`config.mk`:
```
export PLATFORM = sky130hd
export DESIGN_NAME = disk_head_scan_scheduler_core
export DESIGN_NICKNAME = d
export VERILOG_FILES = /design/src/dhs_pkg.sv /design/src/dhs_cell.sv /design/src/disk_head_scan_scheduler_core.sv
export SDC_FILE = /design/constraint.sdc
export NUM_CORES = 2
export LEC_CHECK = 0
export BUFFER_PORTS_ARGS = -buffer_cell sky130_fd_sc_hd__buf_2
export CORE_MARGIN = 5
export CORE_UTILIZATION = 35
export CTS_BUF_LIST = sky130_fd_sc_hd__clkbuf_4
export CTS_CLUSTER_SIZE = 8
export DETAILED_ROUTE_END_ITERATION = 7
export HOLD_SLACK_MARGIN = 0.12
export REMOVE_ABC_BUFFERS = 1
export SETUP_SLACK_MARGIN = 0.2
export SLEW_MARGIN = 20
export SYNTH_ARGS = -nofsm -noshare
export SYNTH_HDL_FRONTEND = slang
export SYNTH_SLANG_ARGS = --single-unit
```
`constraint.sdc`:
```
create_clock -name clk -period 12.3 [get_ports clk]
set_clock_uncertainty 0.05 [all_clocks]
set_input_delay 1.23 -clock clk [delete_from_list [all_inputs] [get_ports clk]]
set_output_delay 1.23 -clock clk [all_outputs]
set_load 0.02 [all_outputs]
```
`src/dhs_pkg.sv`:
```
// Package: types, constants and the sort key of the disk head scan scheduler.
`default_nettype none
package dhs_pkg;
	localparam int MAX_REQ_DEF = 16;
	localparam int POS_W       = 16;
	localparam int TOTAL_W     = 24;
	localparam int KEY_W       = POS_W + 2;
	localparam int CFG_IDX_W   = 2;

	localparam logic [TOTAL_W-1:0] SEEK_MAX = {TOTAL_W{1'b1}};

	// scheduling modes
	localparam logic [1:0] MODE_FCFS  = 2'd0;
	localparam logic [1:0] MODE_SCAN  = 2'd1;
	localparam logic [1:0] MODE_CSCAN = 2'd2;

	// configuration register indexes
	localparam logic [CFG_IDX_W-1:0] REG_MODE = 2'd0;
	localparam logic [CFG_IDX_W-1:0] REG_END  = 2'd1;
	localparam logic [CFG_IDX_W-1:0] REG_HEAD = 2'd2;

	typedef enum logic [1:0] {
		ST_LOAD,
		ST_SORT,
		ST_EMIT
	} state_t;

	// sweep endpoint progress
	typedef enum logic [1:0] {
		EP_END,
		EP_ZERO,
		EP_DONE
	} ep_t;

	typedef struct packed {
		logic pop;
		logic sort_en;
		logic parity;
	} cell_ctrl_t;

	typedef struct packed {
		logic             cscan;
		logic [POS_W-1:0] head;
	} key_cfg_t;

	// {empty, lower group, value or inverted value}: ascending key order is service order
	function automatic logic [KEY_W-1:0] make_key(input logic vld, input logic [POS_W-1:0] val,
			input key_cfg_t kcfg);
		logic up;
		logic [POS_W-1:0] low;
		up  = val > kcfg.head;
		low = (!up && !kcfg.cscan) ? ~val : val;
		return {~vld, ~up, low};
	endfunction
endpackage
`default_nettype wire

```
`src/dhs_cell.sv`:
```
// One cell of the request chain: holds a cylinder, loads, shifts and swaps with neighbors.
`default_nettype none
module dhs_cell #(
	parameter bit CELL_ODD = 1'b0
) (
	input  logic                        clk,
	input  logic                        arst_n,
	input  dhs_pkg::cell_ctrl_t         ctrl,
	input  dhs_pkg::key_cfg_t           kcfg,
	input  logic                        load_en,
	input  logic [dhs_pkg::POS_W-1:0]   load_val,
	input  logic [dhs_pkg::KEY_W-1:0]   left_key,
	input  logic [dhs_pkg::POS_W-1:0]   left_val,
	input  logic                        left_vld,
	input  logic [dhs_pkg::KEY_W-1:0]   right_key,
	input  logic [dhs_pkg::POS_W-1:0]   right_val,
	input  logic                        right_vld,
	output logic [dhs_pkg::KEY_W-1:0]   key,
	output logic [dhs_pkg::POS_W-1:0]   val,
	output logic                        vld
);
	import dhs_pkg::*;

	logic [POS_W-1:0] val_q;
	logic             vld_q;
	logic             lower;
	logic             swap_r;
	logic             swap_l;

	assign key    = make_key(vld_q, val_q, kcfg);
	assign val    = val_q;
	assign vld    = vld_q;
	// odd-even transposition: this cell is the low side of its pair when parity matches
	assign lower  = (CELL_ODD == ctrl.parity);
	assign swap_r = lower && (key > right_key);
	assign swap_l = !lower && (left_key > key);

	always_ff @(posedge clk or negedge arst_n) begin
		if (!arst_n) begin
			vld_q <= 1'b0;
		end else if (load_en) begin
			vld_q <= 1'b1;
		end else if (ctrl.pop) begin
			vld_q <= right_vld;
		end else if (ctrl.sort_en) begin
			if (swap_r) begin
				vld_q <= right_vld;
			end else if (swap_l) begin
				vld_q <= left_vld;
			end
		end
	end

	always_ff @(posedge clk) begin
		if (load_en) begin
			val_q <= load_val;
		end else if (ctrl.pop) begin
			val_q <= right_val;
		end else if (ctrl.sort_en) begin
			if (swap_r) begin
				val_q <= right_val;
			end else if (swap_l) begin
				val_q <= left_val;
			end
		end
	end
endmodule
`default_nettype wire

```
`src/disk_head_scan_scheduler_core.sv`:
```
// Disk head scan scheduler: FCFS, SCAN and C-SCAN over a chain of request cells.
//
// Usage notes:
// - Config channel (cfg_valid/cfg_ready, cfg_index, cfg_data) is always ready; write it
//   only between batches. Index 0 mode, 1 end cylinder, 2 start head; others ignored.
// - Slave stream: one request cylinder per transfer, one per cycle while s_tready is high.
//   s_tlast closes the batch. Requests past MAX_REQUESTS are dropped, and every move of
//   that batch carries the dropped flag in m_tuser.
// - After the last request, SCAN and C-SCAN run an odd-even transposition sort across
//   the cells; FCFS skips it. Moves then leave at one per cycle while m_tready allows,
//   through the output register; a move to a request pops it off cell 0, the end and
//   wrap moves pop nothing.
// - Master stream: one move per transfer; m_tlast marks the final move of the schedule.
//   A stall on m_tready holds the move and freezes the chain; s_tready stays low until
//   the final move has been registered.
// - Reset (arst_n low) empties the chain, clears the fill count and drop flag, drops any
//   pending move and restores the register defaults (FCFS, end 65535, head 0).
`default_nettype none
module disk_head_scan_scheduler_core #(
	parameter int MAX_REQUESTS = dhs_pkg::MAX_REQ_DEF
) (
	input  logic                            clk,
	input  logic                            arst_n,
	// configuration writes
	input  logic                            cfg_valid,
	output logic                            cfg_ready,
	input  logic [dhs_pkg::CFG_IDX_W-1:0]   cfg_index,
	input  logic [dhs_pkg::POS_W-1:0]       cfg_data,
	// requests
	input  logic                            s_tvalid,
	output logic                            s_tready,
	input  logic [15:0]                     s_tdata,   // [15:0] request_cylinder
	input  logic                            s_tlast,   // last_request
	// moves
	output logic                            m_tvalid,
	input  logic                            m_tready,
	output logic [71:0]                     m_tdata,   // [15:0] from_position,
	                                                   // [31:16] to_position,
	                                                   // [47:32] move_distance,
	                                                   // [71:48] seek_total
	output logic                            m_tuser,   // dropped_flag
	output logic                            m_tlast    // final_move
);
	import dhs_pkg::*;

	localparam int CW = $clog2(MAX_REQUESTS + 1);
	localparam int SW = (MAX_REQUESTS > 1) ? $clog2(MAX_REQUESTS) : 1;

	// config registers
	logic [1:0]       mode_q;
	logic [POS_W-1:0] end_q;
	logic [POS_W-1:0] head_q;

	// batch control
	state_t           state_q, state_d;
	logic [CW-1:0]    cnt_q;
	logic [CW-1:0]    rem_q;
	logic             ovf_q;
	logic [SW-1:0]    sort_cnt_q;
	ep_t              ep_q, ep_d;
	logic [POS_W-1:0] prev_q;
	logic [TOTAL_W-1:0] total_q;

	// output register
	logic               m_tvalid_q;
	logic [POS_W-1:0]   from_q;
	logic [POS_W-1:0]   to_q;
	logic [POS_W-1:0]   dist_q;
	logic [TOTAL_W-1:0] out_total_q;
	logic               drop_q;
	logic               fin_q;

	logic in_xfer;
	logic full;
	logic sweep;
	logic cscan;
	logic sort_en;
	logic emit_ok;
	logic emit_go;

	// chain wiring
	logic [KEY_W-1:0] key_c [MAX_REQUESTS];
	logic [POS_W-1:0] val_c [MAX_REQUESTS];
	logic             vld_c [MAX_REQUESTS];
	logic [MAX_REQUESTS-1:0] load_en;
	cell_ctrl_t       ctrl;
	key_cfg_t         kcfg;

	// next move
	logic [POS_W-1:0]   to_pos;
	logic               pop;
	logic               fin;
	logic               front_up;
	logic [POS_W-1:0]   move_dist;
	logic [TOTAL_W:0]   sum;
	logic [TOTAL_W-1:0] total_n;

	assign cfg_ready = 1'b1;
	assign in_xfer   = s_tvalid && s_tready;
	assign full      = (cnt_q == CW'(MAX_REQUESTS));
	assign sweep     = (mode_q == MODE_SCAN) || (mode_q == MODE_CSCAN);
	assign cscan     = (mode_q == MODE_CSCAN);

	always_ff @(posedge clk or negedge arst_n) begin
		if (!arst_n) begin
			mode_q <= MODE_FCFS;
			end_q  <= {POS_W{1'b1}};
			head_q <= '0;
		end else if (cfg_valid && cfg_ready) begin
			unique case (cfg_index)
				REG_MODE: mode_q <= cfg_data[1:0];
				REG_END:  end_q  <= cfg_data;
				REG_HEAD: head_q <= cfg_data;
				default: ;
			endcase
		end
	end

	// ---------------- state machine ----------------
	always_comb begin
		state_d = state_q;
		unique case (state_q)
			ST_LOAD: if (in_xfer && s_tlast) state_d = sweep ? ST_SORT : ST_EMIT;
			ST_SORT: if (sort_cnt_q == SW'(MAX_REQUESTS - 1)) state_d = ST_EMIT;
			ST_EMIT: if (emit_go && fin) state_d = ST_LOAD;
			default: state_d = ST_LOAD;
		endcase
	end

	always_comb begin
		s_tready = (state_q == ST_LOAD);
		sort_en  = (state_q == ST_SORT);
		emit_ok  = (state_q == ST_EMIT);
	end

	// in the emit state, a new move is made whenever the output register is free or draining
	assign emit_go = emit_ok && (!m_tvalid_q || m_tready);

	always_ff @(posedge clk or negedge arst_n) begin
		if (!arst_n) begin
			state_q    <= ST_LOAD;
			cnt_q      <= '0;
			rem_q      <= '0;
			ovf_q      <= 1'b0;
			sort_cnt_q <= '0;
			ep_q       <= EP_END;
		end else begin
			state_q    <= state_d;
			sort_cnt_q <= sort_en ? sort_cnt_q + SW'(1) : '0;
			if (in_xfer) begin
				if (full) begin
					ovf_q <= 1'b1;
				end else begin
					cnt_q <= cnt_q + CW'(1);
				end
				if (s_tlast) begin
					rem_q <= full ? cnt_q : cnt_q + CW'(1);
					ep_q  <= EP_END;
				end
			end
			if (emit_go) begin
				ep_q <= ep_d;
				if (pop) rem_q <= rem_q - CW'(1);
				if (fin) begin
					cnt_q <= '0;
					ovf_q <= 1'b0;
				end
			end
		end
	end

	// ---------------- request chain ----------------
	assign ctrl.pop     = emit_go && pop;
	assign ctrl.sort_en = sort_en;
	assign ctrl.parity  = sort_cnt_q[0];
	assign kcfg.cscan   = cscan;
	assign kcfg.head    = head_q;

	// the next free cell takes the request
	always_comb begin
		for (int i = 0; i < MAX_REQUESTS; i++) begin
			load_en[i] = in_xfer && (cnt_q == CW'(i));
		end
	end

	for (genvar g = 0; g < MAX_REQUESTS; g++) begin : g_cell
		logic [KEY_W-1:0] lk, rk;
		logic [POS_W-1:0] lv, rv;
		logic             lvl, rvl;

		if (g == 0) begin : g_first
			// nothing to the left: a zero key never wins a swap
			assign lk  = '0;
			assign lv  = '0;
			assign lvl = 1'b0;
		end else begin : g_mid_l
			assign lk  = key_c[g-1];
			assign lv  = val_c[g-1];
			assign lvl = vld_c[g-1];
		end

		if (g == MAX_REQUESTS - 1) begin : g_last
			// empty past the end: pops shift in an invalid entry
			assign rk  = '1;
			assign rv  = '0;
			assign rvl = 1'b0;
		end else begin : g_mid_r
			assign rk  = key_c[g+1];
			assign rv  = val_c[g+1];
			assign rvl = vld_c[g+1];
		end

		dhs_cell #(
			.CELL_ODD (1'(g % 2))
		) u_cell (
			.clk       (clk),
			.arst_n    (arst_n),
			.ctrl      (ctrl),
			.kcfg      (kcfg),
			.load_en   (load_en[g]),
			.load_val  (s_tdata),
			.left_key  (lk),
			.left_val  (lv),
			.left_vld  (lvl),
			.right_key (rk),
			.right_val (rv),
			.right_vld (rvl),
			.key       (key_c[g]),
			.val       (val_c[g]),
			.vld       (vld_c[g])
		);
	end

	// ---------------- move generation ----------------
	assign front_up = val_c[0] > head_q;

	always_comb begin
		to_pos = val_c[0];
		pop    = 1'b0;
		fin    = 1'b0;
		ep_d   = ep_q;
		if (!sweep) begin
			pop = 1'b1;
			fin = (rem_q == CW'(1));
		end else begin
			unique case (ep_q)
				EP_END: begin
					if ((rem_q != '0) && front_up) begin
						pop = 1'b1;
					end else begin
						// sweep reaches the end cylinder
						to_pos = end_q;
						ep_d   = cscan ? EP_ZERO : EP_DONE;
						fin    = (rem_q == '0) && !cscan;
					end
				end
				EP_ZERO: begin
					// C-SCAN wrap back to cylinder zero
					to_pos = '0;
					ep_d   = EP_DONE;
					fin    = (rem_q == '0);
				end
				EP_DONE: begin
					pop = 1'b1;
					fin = (rem_q == CW'(1));
				end
				default: ep_d = EP_DONE;
			endcase
		end
	end

	assign move_dist = (to_pos >= prev_q) ? to_pos - prev_q : prev_q - to_pos;
	assign sum       = {1'b0, total_q} + (TOTAL_W + 1)'(move_dist);
	assign total_n   = (sum > {1'b0, SEEK_MAX}) ? SEEK_MAX : sum[TOTAL_W-1:0];

	always_ff @(posedge clk) begin
		if (in_xfer && s_tlast) begin
			prev_q  <= head_q;
			total_q <= '0;
		end else if (emit_go) begin
			prev_q  <= to_pos;
			total_q <= total_n;
		end
	end

	always_ff @(posedge clk or negedge arst_n) begin
		if (!arst_n) begin
			m_tvalid_q <= 1'b0;
		end else if (emit_go) begin
			m_tvalid_q <= 1'b1;
		end else if (m_tready) begin
			m_tvalid_q <= 1'b0;
		end
	end

	always_ff @(posedge clk) begin
		if (emit_go) begin
			from_q      <= prev_q;
			to_q        <= to_pos;
			dist_q      <= move_dist;
			out_total_q <= total_n;
			drop_q      <= ovf_q;
			fin_q       <= fin;
		end
	end

	assign m_tvalid = m_tvalid_q;
	assign m_tdata  = {out_total_q, dist_q, to_q, from_q};
	assign m_tuser  = drop_q;
	assign m_tlast  = fin_q;
endmodule
`default_nettype wire

```
# Word-level counts from Yosys, hierarchy flattened

Cells that the tools add are included.

Add/subtract/negate cells: 6
Magnitude comparators: 35
Equality and inequality tests: 32
Mux-type cells: 216
Bitwise operators: 49
Reduce and logical (&&, ||, !) cells: 148

Operator list:

| cell                 | number |
|---|---|
| $mux 16              | 101 |
| $gt 18x18->1         | 15 |
| $gt 16x16->1         | 16 |
| $not 16->16          | 16 |
| $mux 1               | 90 |
| $logic_and 1x1->1    | 64 |
| $reduce_bool 4->1    | 16 |
| $reduce_bool 3->1    | 16 |
| $eq 5x4->1 const B   | 8 |
| $mux 5               | 8 |
| $reduce_and 2->1     | 19 |
| $not 1->1            | 33 |
| $pmux 16 s2          | 1 |
| $sub 16x16->16       | 2 |
| $add 24x16->25       | 1 |
| $gt 25x24->1 const B | 1 |
| $mux 24              | 1 |
| $eq 5x3->1 const B   | 4 |
| $mux 2               | 10 |
| $logic_not 1->1      | 19 |
| $gt 1x18->1 const A  | 1 |
| $gt 18x18->1 const B | 1 |
| $ge 16x16->1         | 1 |
| $eq 5x1->1 const B   | 2 |
| other kinds (23)     | 40 |

Register bits after elaboration: 440
Input bits: 40
Output and inout bits: 77
Logic and storage cells: 536

# Longest topological paths before layout

Depth after elaboration: 11
Depth in mapped cells: 31

# Modules after synthesis

From an unflattened synthesis, not the netlist that was laid out.

Cells, all modules: 5853
Area, all modules: 51376.8 um2

By module, submodules not included:

| module                            | instances | cells each | area an instance (um2) | seq. area each (um2) |
|---|---|---|---|---|
| dhs_cell at g_cell[0].u_cell ...  | 5         | 308        | 2598.7                 | 505.5 |
| dhs_cell at g_cell[15].u_cell ... | 4         | 305        | 2571.2                 | 505.5 |
| disk_head_scan_scheduler_core     | 1         | 933        | 9774.4                 | 4554.4 |
| dhs_cell at g_cell[11].u_cell ... | 3         | 306        | 2648.8                 | 505.5 |
| dhs_cell at g_cell[14].u_cell ... | 3         | 304        | 2561.2                 | 505.5 |
| dhs_cell at g_cell[1].u_cell      | 1         | 330        | 2693.8                 | 505.5 |

# Worst setup path before layout

Ideal clock, no wire load.

Path type: register to register
Start point: register head_q[1]
End point: register out_total_q[21] (data pin)
Data arrival time: 6.688 ns
Required time: 11.990 ns
Setup slack: 5.302 ns
Stages on the path, launching flop included: 29
Period minus slack after synthesis: 6.998 ns
Cell sequence: dfrtp_1 -> inv_1 -> ha_1 -> nor2b_2 -> o211ai_1 -> a2111oi_4 -> o31a_1 -> nor3_1 -> clkbuf_1 -> a22oi_1 -> inv_1 -> ha_1 -> clkbuf_1 -> o21ai_0 -> a21oi_1 -> nor3_1 -> o21ai_0 -> o22ai_1 -> clkbuf_1 -> mux2i_1 -> fa_1 -> a211oi_1 -> o21ai_1 -> a2111oi_4 -> o21ai_1 -> nand2_1 -> buf_2 -> nand2_1 -> mux2_2

Longest elaborated chain between the ends: 10
Elaborated cells between the ends (all ways): 12

Ends and longest elaborated chain:

| element                  | RTL line                             | RTL |
|---|---|---|
| start: declaration       | disk_head_scan_scheduler_core.sv:52  | `logic [POS_W-1:0] head_q;` |
| start signal: assignment | disk_head_scan_scheduler_core.sv:113 | `REG_HEAD: head_q <= cfg_data;` |
| $gt 16x16->1 *           | disk_head_scan_scheduler_core.sv:235 | `assign front_up = val_c[0] > head_q;` |
| $logic_and 1x1->1 *      | disk_head_scan_scheduler_core.sv:248 | `if ((rem_q != '0) && front_up) begin` |
| $mux 16 *                | disk_head_scan_scheduler_core.sv:248 |  |
| $pmux 16 s2 *            | disk_head_scan_scheduler_core.sv:246 | `unique case (ep_q)` |
| $mux 16 *                | disk_head_scan_scheduler_core.sv:242 | `if (!sweep) begin` |
| named net to_pos[10]     | disk_head_scan_scheduler_core.sv:90  | `logic [POS_W-1:0] to_pos;` |
| $ge 16x16->1 *           | disk_head_scan_scheduler_core.sv:272 | `assign move_dist = (to_pos >= prev_q) ? to_pos - prev_q : prev_q - to_pos;` |
| $mux 16 *                | disk_head_scan_scheduler_core.sv:272 |  |
| named net move_dist[1]   | disk_head_scan_scheduler_core.sv:94  | `logic [POS_W-1:0] move_dist;` |
| $add 24x16->25 *         | disk_head_scan_scheduler_core.sv:273 | `assign sum = {1'b0, total_q} + (TOTAL_W + 1)'(move_dist);` |
| $gt 25x24->1             | disk_head_scan_scheduler_core.sv:274 | `assign total_n = (sum > {1'b0, SEEK_MAX}) ? SEEK_MAX : sum[TOTAL_W-1:0];` |
| $mux 24 *                | disk_head_scan_scheduler_core.sv:274 |  |
| named net total_n[21]    | disk_head_scan_scheduler_core.sv:96  | `logic [TOTAL_W-1:0] total_n;` |
| end signal: assignment   | disk_head_scan_scheduler_core.sv:301 | `out_total_q <= total_n;` |
| end: declaration         | disk_head_scan_scheduler_core.sv:69  | `logic [TOTAL_W-1:0] out_total_q;` |

Mark *: on every way through the listed nets, which the timed path passes. The rest lies on a longest branch.
A chain may end at the register's enable or synchronous reset.

# Final worst setup path

Start point: register head_q[9]
End point: register out_total_q[21] (data pin)

Same word-level chain as after synthesis.

==> run metrics <==
crit path DAT=about 9.4 ns; fraction of registers with async set/reset=between 10% and 20%; antenna violations before repair=3; H-tree levels=3; layout net count=around 4800; clk sinks=440; Relative slew margins=around a quarter; global-route usage over all layers=20.9%; final hold vios=0; fin. max-slew vios=0; Worst EP required=roughly 13 ns; CTS clock-pin slew for the worst setup and hold paths=0.07 ns; first-pass GRT wire length=between 150000 and 200000 um; Crit path depth=25; worst reg2reg path depth=25; placer congestion estimate=0.906; measured slew at the worst slew-check pin=roughly 1.1 ns; synth warn=0; Period minus WS final=8.82 ns; drt initial violations=about 2900; Syn Inst Count=between 4000 and 5000; slowest CP cell=inv_1; core area=roughly 110000 sq um; maxcap violations=0; commonest non-fill, non-tap cell in the layout=ha_1; Vias=around 32000; final non-filler cell total=around 5800; register area share after synthesis=between 30% and 40%; Buf/Inv on CP=3; chip width=around 340 um; CP startpoint kind=flip-flop; wire per inst=22.1 um; Fmax=113 MHz; area added between synthesis and finish=10.2%; share of layout cells above drive strength 1=11.9%; clk buf depth=3; Sum Neg Setup Slack=0 ns; port bufs=115; final wirelength=128000 um; Hold Path Depth=2; Critical Path Max Stage Delay=about 0.8 ns; grt ovf=0; DRC errors left=0; number of flops mapped to enable cells by yosys=about 350; placed inst area=roughly 41000 sq um; Fill cells=about 11000; router iterations before antenna repair=6; placed insts=5579; io pins=117; Placement Rows=122; Top FF cell, synth=edfxtp_1; fin area=43200 sq um; die area=approximately 120000 sq um; Die Height=between 300 and 400 um; HPWL Detailed=92600 um; buffer count from post-CTS setup fixing=0; Setup Crit Path Kind=reg -> reg; post-synth cell types=86; commonest non-fill, non-tap cells in the layout=581 x ha_1, 443 x nand2_1, 346 x edfxtp_1; unrepaired setup endpoints after global routing=false; Crit path max-delay family=compound AO/OA/AOI/OAI gates; hold slack=roughly 0.42 ns; CTS tree=yes; largest net degree at the start of global routing=between 60 and 70; vias per cell=about 5.6; Mapped Area=about 39000 sq um; total CTS buffers=121; Routed Antenna Nets=0; # setup viols final=0; crit-path max FO=30; Clock Latency Late Sink=slightly below 1 ns; synthesized area per cell=~9.5 sq um; Hold/Removal Path Class=reg -> reg; Final period util=between 70% and 80%; status=finished, final reports clean; Yosys reg bits=440; clock root buffer=clkbuf_4; vias in the first global route=31042; initial core utilization=a little over a third; Crit. End Element=flip-flop
-- cells in the mapped netlist (26+ instances only) --
cell      number  area share, %
ha_1         582             19
nand2_1      444            4.2
o21ai_0      349            4.5
edfxtp_1     346             26
xnor2_1      270            6.0
a21oi_1      244            3.1
xor2_1       240            5.4
mux2i_1      239            6.1
nor2_1       163            1.6
inv_1        124            1.2
clkbuf_1     105            1.0
nand4_1       98            1.6
nand3_1       81            1.0
nor3_1        71           0.91
buf_2         62           0.79
a21o_1        57            1.1
dfrtp_1       54            3.4
nor2b_1       43           0.69
mux2_2        41            1.2
a211oi_1      38           0.73
o211ai_1      27           0.52
o21a_1        26           0.50
-- metal layers --
| metal | GRT usage [%] | wire length [um] |
|---|---|---|
| met2 | 33.0 | 57100 |
| met4 | 6.69 | 4070 |
| met5 | 0 | 0 |
| met3 | 2.99 | 9510 |
| met1 | 29.5 | 57800 |
-- worst reg2reg max path, delay by kind of cell, from the launching register on --
family | cells | cell delay [ns]
fa+ha+maj | 3 | 1.20
simple gates | 6 | 1.61
buf+inv | 3 | 1.20
mux | 2 | 0.49
compound gates | 11 | 3.57
flops | 1 | 0.39
-- through the flow --
step	util, %	setup slack (ns)
3_5_place_dp	37.4	3.64
6_report	39.0	3.48
4_1_cts	38.8	3.53
3_3_place_gp	37.4	3.79
2_1_floorplan	-	4.41
5_1_grt	39.0	2.97
-- final timing paths --
check | end | startpoint | slack, ns
max | out_total_q[21] | head_q[9] | 3.48
min | total_q[11] | total_q[11] | 0.42
max reg2reg | out_total_q[21] | head_q[9] | 3.48
min reg2reg | total_q[11] | total_q[11] | 0.42
max in group asynchronous | m_tvalid | arst_n | 10.35
min in group asynchronous | mode_q[0] | arst_n | 0.58
-- what timing repair did --
item,CTS,global route
resized for setup,0,0
hold buffers,1,0
hold endpoints to repair,7,0
-- layout make-up --
cell class / count / area [sq um] / share of cell area (%)
Sequential cell: 440 / 12600 / 29.2
Timing Repair Buffer: 185 / 1190 / 2.76
Tap cell: 1488 / 1860 / 4.31
Clock inverter: 36 / 165 / 0.382
Clock buffer: 191 / 1430 / 3.32
Antenna cell: 5 / 12.5 / 0.0289
Inverter: 125 / 472 / 1.09
Multi-Input combinational cell: 3347 / 25500 / 58.9
-- registers in the layout (all words and copies together), names as in the netlist --
name	cells
head_q	16
end_q	16
from_q	16
cnt_q	5
m_tlast	1
sort_cnt_q	4
g_cell.u_cell.val	256
total_q	24
prev_q	16
state_q	2
dist_q	16
rem_q	5
m_tvalid	1
ep_q	2
ovf_q	1
m_tuser	1
mode_q	2
to_q	16
out_total_q	24
g_cell.u_cell.vld	16
-- kinds of logic (layout without fill, tap and decap cells) --
group                    after synthesis  after routing  share of synthesized area, %
buffers and inverters                324            537                          3.50
AND/OR/NAND/NOR                     1023           1023                          12.2
multiplexers                         281            281                          7.30
XOR/XNOR                             510            510                          11.4
adder cells (fa/ha/maj)              585            585                          18.7
other                                  1              6                       0.00956
AO/OA/AOI/OAI                        947            947                          14.6
flip-flops                           440            440                          32.2
Power is not shown: default switching activity piles up to over one toggle a cycle in this logic, so the estimate is an artifact.
